$ cat src/rtl/mrkh_pkg.sv
// shared constants, types and helper functions for the multiply-rotate key hash
package mrkh_pkg;

  // word mixing constants
  localparam logic [63:0] MIX_C1     = 64'h87c3_7b91_1142_53d5;
  localparam logic [63:0] MIX_C2     = 64'h4cf5_ad43_2745_937f;
  localparam logic [63:0] STEP_ADD   = 64'h0000_0000_52dc_e729;

  // side constants, the black one is the short 15-digit value
  localparam logic [63:0] SIDE_WHITE = 64'ha5a5_a5a5_a5a5_a5a5;
  localparam logic [63:0] SIDE_BLACK = 64'h05a5_a5a5_a5a5_a5a5;

  // finalizer constants
  localparam logic [63:0] FIN_M1     = 64'hff51_afd7_ed55_8ccd;
  localparam logic [63:0] FIN_M2     = 64'hc4ce_b9fe_1a85_ec53;

  // seed after reset
  localparam logic [63:0] SEED_RESET = 64'd0;

  // sequencer states
  typedef enum logic [2:0] {
    S_IDLE,
    S_K1,
    S_K2,
    S_F1,
    S_F2,
    S_DONE
  } mrkh_state_t;

  // request to the shared multiplier
  typedef struct packed {
    logic        start;
    logic [63:0] a;
    logic [63:0] b;
  } mul_req_t;

  // status from the shared multiplier
  typedef struct packed {
    logic        busy;
    logic        done;
    logic [63:0] product;
  } mul_rsp_t;

  // rotate left by 31
  function automatic logic [63:0] rotl31(input logic [63:0] x);
    return {x[32:0], x[63:33]};
  endfunction

  // rotate left by 27
  function automatic logic [63:0] rotl27(input logic [63:0] x);
    return {x[36:0], x[63:37]};
  endfunction

  // xor with itself shifted right by 33
  function automatic logic [63:0] xsh33(input logic [63:0] x);
    return x ^ {33'd0, x[63:33]};
  endfunction

endpackage

$ cat src/rtl/mrkh_ifs.sv
// valid/ready channel interfaces for key words, hash results and seed writes

// one key word per request
interface mrkh_key_if;
  logic        valid;
  logic        ready;
  logic [63:0] key_word;
  logic        white_turn;
  logic        last_word;

  modport source (output valid, output key_word, output white_turn, output last_word,
                  input ready);
  modport sink   (input valid, input key_word, input white_turn, input last_word,
                  output ready);
endinterface

// one finalized hash per request
interface mrkh_hash_if;
  logic        valid;
  logic        ready;
  logic [63:0] hash_value;

  modport source (output valid, output hash_value, input ready);
  modport sink   (input valid, input hash_value, output ready);
endinterface

// seed register write
interface mrkh_seed_if;
  logic        valid;
  logic        ready;
  logic [63:0] seed;

  modport source (output valid, output seed, input ready);
  modport sink   (input valid, input seed, output ready);
endinterface

$ cat src/rtl/mrkh_mul.sv
// iterative 64x64 low-half multiplier built on one shared 32x32 multiplier
module mrkh_mul
  import mrkh_pkg::*;
(
  input  logic     clk,
  input  logic     rst,
  input  mul_req_t req,
  output mul_rsp_t rsp
);

  logic [63:0] a;
  logic [63:0] b;
  logic [1:0]  step;
  logic        busy;
  logic        done;
  logic [63:0] prod;
  logic [63:0] acc;
  logic [31:0] mx;
  logic [31:0] my;

  // operand select for the shared multiplier
  always_comb begin
    case (step)
      2'd0: begin
        mx = a[31:0];
        my = b[31:0];
      end
      2'd1: begin
        mx = a[31:0];
        my = b[63:32];
      end
      2'd2: begin
        mx = a[63:32];
        my = b[31:0];
      end
      default: begin
        mx = 32'd0;
        my = 32'd0;
      end
    endcase
  end

  // control: busy, step counter and done pulse
  always_ff @(posedge clk) begin
    if (rst) begin
      busy <= 1'b0;
      done <= 1'b0;
      step <= 2'd0;
    end else begin
      done <= 1'b0;
      if (req.start) begin
        busy <= 1'b1;
        step <= 2'd0;
      end else if (busy) begin
        step <= step + 2'd1;
        if (step == 2'd3) begin
          busy <= 1'b0;
          done <= 1'b1;
        end
      end
    end
  end

  // datapath: registered partial product, then accumulate
  always_ff @(posedge clk) begin
    if (req.start) begin
      a <= req.a;
      b <= req.b;
    end else if (busy) begin
      prod <= {32'd0, mx} * {32'd0, my};
      case (step)
        2'd0:    acc <= acc;
        2'd1:    acc <= prod;
        default: acc <= acc + {prod[31:0], 32'd0};
      endcase
    end
  end

  assign rsp.busy    = busy;
  assign rsp.done    = done;
  assign rsp.product = acc;

endmodule

$ cat src/rtl/multiply_rotate_key_hash64.sv
// top level of the multiply-rotate 64-bit key hash with fmix64 finalizer
//
// Hashes a key given as a run of 64-bit words on the key channel, the last one marked by
// last_word. Each word goes through two 64-bit products on a shared iterative multiplier
// (one 32x32 partial product per cycle). The last word adds the two fmix64 products and a
// handoff to the output register. key.ready is high only while the block is idle. A
// finished hash waits in an output register, and the next key word is taken meanwhile.
// The seed is written through the cfg channel, which is always ready; write it only while
// no key is in flight. After a result, the running hash starts again from zero.
module multiply_rotate_key_hash64
  import mrkh_pkg::*;
(
  input  logic          clk,
  input  logic          rst,
  mrkh_key_if.sink      key,
  mrkh_hash_if.source   hash,
  mrkh_seed_if.sink     cfg
);

  mrkh_state_t state;
  mrkh_state_t state_next;
  mul_req_t    mul_req;
  mul_rsp_t    mul_rsp;

  logic [63:0] seed;
  logic [63:0] h;
  logic [63:0] h_next;
  logic [63:0] res;
  logic [63:0] res_next;
  logic        last_r;
  logic        white_r;
  logic        out_valid;
  logic [63:0] out_value;
  logic        out_load;
  logic [63:0] mixed;
  logic [63:0] rot;
  logic        key_acc;

  assign key.ready = (state == S_IDLE);
  assign key_acc   = key.valid && key.ready;
  assign cfg.ready = 1'b1;

  // shared multiplier
  mrkh_mul u_mul (
    .clk (clk),
    .rst (rst),
    .req (mul_req),
    .rsp (mul_rsp)
  );

  // running hash update: rotl27(h ^ k) * 5 + add
  assign rot   = rotl27(h ^ mul_rsp.product);
  assign mixed = {rot[61:0], 2'b00} + rot + STEP_ADD;

  // sequencer: next state, multiplier requests, hash updates
  always_comb begin
    state_next  = state;
    h_next      = h;
    res_next    = res;
    out_load    = 1'b0;
    mul_req     = '0;
    case (state)
      S_IDLE: begin
        if (key_acc) begin
          mul_req.start = 1'b1;
          mul_req.a     = key.key_word;
          mul_req.b     = MIX_C1;
          state_next    = S_K1;
        end
      end
      S_K1: begin
        if (mul_rsp.done) begin
          mul_req.start = 1'b1;
          mul_req.a     = rotl31(mul_rsp.product);
          mul_req.b     = MIX_C2;
          state_next    = S_K2;
        end
      end
      S_K2: begin
        if (mul_rsp.done) begin
          if (last_r) begin
            mul_req.start = 1'b1;
            mul_req.a     = xsh33(mixed ^ (white_r ? SIDE_WHITE : SIDE_BLACK) ^ seed);
            mul_req.b     = FIN_M1;
            h_next        = 64'd0;
            state_next    = S_F1;
          end else begin
            h_next     = mixed;
            state_next = S_IDLE;
          end
        end
      end
      S_F1: begin
        if (mul_rsp.done) begin
          mul_req.start = 1'b1;
          mul_req.a     = xsh33(mul_rsp.product);
          mul_req.b     = FIN_M2;
          state_next    = S_F2;
        end
      end
      S_F2: begin
        if (mul_rsp.done) begin
          res_next   = xsh33(mul_rsp.product);
          state_next = S_DONE;
        end
      end
      S_DONE: begin
        if (!out_valid || hash.ready) begin
          out_load   = 1'b1;
          state_next = S_IDLE;
        end
      end
      default: begin
        state_next = S_IDLE;
      end
    endcase
  end

  // state and running hash registers
  always_ff @(posedge clk) begin
    if (rst) begin
      state <= S_IDLE;
      h     <= 64'd0;
    end else begin
      state <= state_next;
      h     <= h_next;
    end
  end

  // per-word flags and finalized value
  always_ff @(posedge clk) begin
    res <= res_next;
    if (key_acc) begin
      last_r  <= key.last_word;
      white_r <= key.white_turn;
    end
  end

  // seed register
  always_ff @(posedge clk) begin
    if (rst) begin
      seed <= SEED_RESET;
    end else if (cfg.valid && cfg.ready) begin
      seed <= cfg.seed;
    end
  end

  // output register
  always_ff @(posedge clk) begin
    if (rst) begin
      out_valid <= 1'b0;
    end else if (out_load) begin
      out_valid <= 1'b1;
    end else if (hash.ready) begin
      out_valid <= 1'b0;
    end
  end

  always_ff @(posedge clk) begin
    if (out_load) begin
      out_value <= res;
    end
  end

  assign hash.valid      = out_valid;
  assign hash.hash_value = out_value;

  // multiplier results arrive only while a product is awaited
  a_done_in_mul_state: assert property (@(posedge clk) disable iff (rst)
    mul_rsp.done |-> (state == S_K1 || state == S_K2 || state == S_F1 || state == S_F2))
    else $error("multiplier done outside a multiply state");

  // the block is ready only when the multiplier is free
  a_ready_mul_idle: assert property (@(posedge clk) disable iff (rst)
    key.ready |-> !mul_rsp.busy)
    else $error("key ready while multiplier busy");

  // an accepted word starts the multiplier
  a_accept_starts: assert property (@(posedge clk) disable iff (rst)
    key_acc |=> (state == S_K1 && mul_rsp.busy))
    else $error("accepted word did not start mixing");

  // running hash is cleared while a key is being finalized
  a_hash_cleared: assert property (@(posedge clk) disable iff (rst)
    (state == S_F1 || state == S_F2 || state == S_DONE) |-> (h == 64'd0))
    else $error("running hash not cleared after last word");

endmodule
$ cat src/flat_wrapper.sv
// flat-port wrapper written by rule: the top's interface ports become plain ports
module multiply_rotate_key_hash64_flat import mrkh_pkg::*;
  (clk, rst, key_valid, key_key_word, key_white_turn, key_last_word, key_ready, hash_valid, hash_hash_value, hash_ready, cfg_valid, cfg_seed, cfg_ready);
  mrkh_key_if key_i ();
  mrkh_hash_if hash_i ();
  mrkh_seed_if cfg_i ();
  input  logic clk;
  input  logic rst;
  input wire logic [$bits(key_i.valid)-1:0] key_valid;
  input wire logic [$bits(key_i.key_word)-1:0] key_key_word;
  input wire logic [$bits(key_i.white_turn)-1:0] key_white_turn;
  input wire logic [$bits(key_i.last_word)-1:0] key_last_word;
  output wire logic [$bits(key_i.ready)-1:0] key_ready;
  output wire logic [$bits(hash_i.valid)-1:0] hash_valid;
  output wire logic [$bits(hash_i.hash_value)-1:0] hash_hash_value;
  input wire logic [$bits(hash_i.ready)-1:0] hash_ready;
  input wire logic [$bits(cfg_i.valid)-1:0] cfg_valid;
  input wire logic [$bits(cfg_i.seed)-1:0] cfg_seed;
  output wire logic [$bits(cfg_i.ready)-1:0] cfg_ready;
  assign key_i.valid = key_valid;
  assign key_i.key_word = key_key_word;
  assign key_i.white_turn = key_white_turn;
  assign key_i.last_word = key_last_word;
  assign key_ready = key_i.ready;
  assign hash_valid = hash_i.valid;
  assign hash_hash_value = hash_i.hash_value;
  assign hash_i.ready = hash_ready;
  assign cfg_i.valid = cfg_valid;
  assign cfg_i.seed = cfg_seed;
  assign cfg_ready = cfg_i.ready;
  multiply_rotate_key_hash64 u_core (.clk(clk), .rst(rst), .key(key_i), .hash(hash_i), .cfg(cfg_i));
endmodule
$ cat config.mk
export PLATFORM = sky130hd
export DESIGN_NAME = multiply_rotate_key_hash64_flat
export DESIGN_NICKNAME = d
export VERILOG_FILES = /design/src/rtl/mrkh_pkg.sv /design/src/rtl/mrkh_ifs.sv /design/src/rtl/mrkh_mul.sv /design/src/rtl/multiply_rotate_key_hash64.sv /design/src/flat_wrapper.sv
export SDC_FILE = /design/constraint.sdc
export NUM_CORES = 2
export LEC_CHECK = 0
export ABC_AREA = 1
export BUFFER_PORTS_ARGS = -buffer_cell sky130_fd_sc_hd__buf_2
export CORE_ASPECT_RATIO = 0.75
export CORE_MARGIN = 1
export CORE_UTILIZATION = 59
export DETAILED_ROUTE_END_ITERATION = 12
export HOLD_SLACK_MARGIN = 0.03
export PLACE_DENSITY = 0.79
export SKIP_CTS_REPAIR_TIMING = 1
export SLEW_MARGIN = 20
export SYNTH_ARGS = -nofsm -noshare
export SYNTH_HDL_FRONTEND = slang
export SYNTH_HIERARCHICAL = 1
export SYNTH_SLANG_ARGS = --single-unit
$ cat constraint.sdc
create_clock -name clk -period 11.05 [get_ports clk]
set_input_delay 0.5525 -clock clk [delete_from_list [all_inputs] [get_ports clk]]
set_output_delay 0.5525 -clock clk [all_outputs]
set_load 0.02 [all_outputs]
==> summary.txt <==
Run status
  • Status: completed

Timing
  • Worst Skew: 42.9 ps
  • Final max-slew violation count: 0
  • F_max: 0.101 GHz
  • RSZ-0062 raised after global routing: false
  • Crit share post-route: between 80 and 90%
  • Setup violators final: 0
  • Min Tclk post-route: 9930 ps
  • Hold Fails Final Rpt: 0
  • Worst-Margin Slew: approximately 1300 ps
  • Slew HR: a little over an eighth

Global routing
  • Tot GR Track Use: 49.0%
  • Gr busiest metal: met1
  • First-pass GRT wire length: about 400000 um
  • Met1 usage: between 60% and 70%
  • Initial antenna violation count: 12
  • Grt total ovfl: 0
  • Largest net degree at the start of global routing: between 90 and 100
  • Number of global-route vias before repair: roughly 56000
  • Met2 Track Usage GR: ~60%
  • M3 GR Usage: 30.1%

Critical path
  • Critical Path Max Stage Delay: approximately 860 ps
  • Crit-path max FO: 34
  • Worst Path Arrival: roughly 10000 ps
  • R2r setup slk: around 1100 ps
  • WP data required: approximately 11000 ps
  • Critical path's slowest cell: nor2_1
  • CP delay by family, top: adder cells
  • Critical Path Most Common Cell: fa_1
  • CP Buf/Inv Count: 7
  • CP Class: reg -> reg
  • Setup crit start kind: register
  • Crit path capture type: register

Drt
  • DRT Pass-1 Iters: 10
  • Vias per std cell: 6.03
  • Routed Antenna Nets: 0
  • WL/cell: 28.0 um
  • Residual DRC: 0
  • Routed vias: between 50000 and 60000
  • Drt initial violations: ~10000
  • Drt total wl: between 200000 and 300000 um

Floorplanning
  • Initial Utilization: about 60%
  • Die area: between 0.1 and 0.15 mm^2
  • Io pins: 202
  • Rows: 105
  • Chip Width: just under 400 um
  • Die H: just under 300 um
  • Placeable Area: 0.110 mm^2

Job
  • # Max-Cap Violations: 0

Logic synthesis
  • Synth warn: 6
  • Cell Area, Synth: between 0.06 and 0.07 mm^2
  • Avg Synthesized Cell Area: 7.90 um^2
  • Cell count after synthesis: around 8300

Clock network
  • H-tree depth: 2
  • TritonCTS buffer count: slightly above 50
  • Clk pin slew, worst setup/hold paths: roughly 70 ps
  • Clk_lat worst skew: roughly 670 ps
  • CTS max path bufs: 3
  • CTS tree: yes
  • CTS sink cnt: roughly 520
  • Root Buffer: clkbuf_16

Placed design
  • Post-detail-place hpwl: 228000 um
  • RD Place Congestion: ~1.2
  • IO Port Bufs: 200

Final layout
  • Final Core Density: 63.8%
  • Layout cells sized above 1: 8.04%
  • # fillers: about 9600
  • Area delta synth->final: 6.65%
  • Final #Nets: between 9000 and 10000

Hold path
  • Class of the worst hold path: in -> reg
[registers in the layout, summed over array words and instances, names as in the netlist]
register	cells
u_core/state	3
u_core/u_mul/step	2
u_core/u_mul/prod	64
u_core/u_mul/b	64
u_core/seed	64
u_core/white_r	1
u_core/u_mul/busy	1
u_core/u_mul/acc	64
u_core/h	64
u_core/u_mul/done	1
u_core/u_mul/a	64
u_core/res	64
u_core/hash.hash_value	64
u_core/last_r	1
u_core/hash.valid	1
[worst paths after layout]
path                             start  cells after the start                         to
setup / recovery  u_core/u_mul/step[0]                     28      u_core/u_mul/prod[48]
hold / removal           key_last_word                      1              u_core/last_r
setup reg to reg  u_core/u_mul/step[0]                     28      u_core/u_mul/prod[48]
hold reg to reg          u_core/res[2]                      0  u_core/hash.hash_value[2]
[cells in the final DEF (no fill, tap or decap), types with 36 or more instances in the layout]
cell type and n:
nor2_1 900, dfxtp_1 136, nand2_2 56, inv_1 1785, a21oi_1 220, fa_1 897
edfxtp_1 386, buf_2 200, buf_4 136, nor2_2 43, o21ai_0 89, ha_1 396
clkbuf_16 52, nand2_1 2272, inv_2 36, xnor2_1 106, nand3_1 311, xor2_1 115
nand4_1 52
[metal layers]
| metal | vias up | wire length, um |
|---|---|---|
| li1 | 25200 | - |
| met1 | 28700 | 108000 |
| met2 | 5240 | 98200 |
| met3 | 889 | 58300 |
| met4 | 36 | 12200 |
| met5 | - | 1740 |
[stage by stage]
| stage | worst slack (ps) | TNS [ps] | hold slack [ps] | instance area (um^2) | instances |
|---|---|---|---|---|---|
| 3_5_place_dp | 1550 | 0 | 405 | 68400 | 9843 |
| 2_1_floorplan | -128 | -8180 | 400 | 65800 | 8321 |
| 5_1_grt | 958 | 0 | 61.0 | 70100 | 9939 |
| 3_3_place_gp | 1540 | 0 | 402 | 68400 | 9843 |
| 4_1_cts | 1480 | 0 | 56.3 | 70100 | 9938 |
| 6_report | 1120 | 0 | 61.2 | 70100 | 9947 |
[layout make-up]
type | instances | area [um^2] | area share [%]
Antenna cell | 9 | 22.5 | 0.0321
Multi-Input combinational cell | 5712 | 43400 | 61.9
Inverter | 1828 | 6860 | 9.79
Sequential cell | 522 | 14300 | 20.4
Clock buffer | 58 | 1340 | 1.92
Clock inverter | 37 | 317 | 0.451
Tap cell | 1444 | 1810 | 2.58
Timing Repair Buffer | 337 | 2030 | 2.90
Power is not shown: default switching activity piles up to over one toggle a cycle in this logic, so the estimate is an artifact.
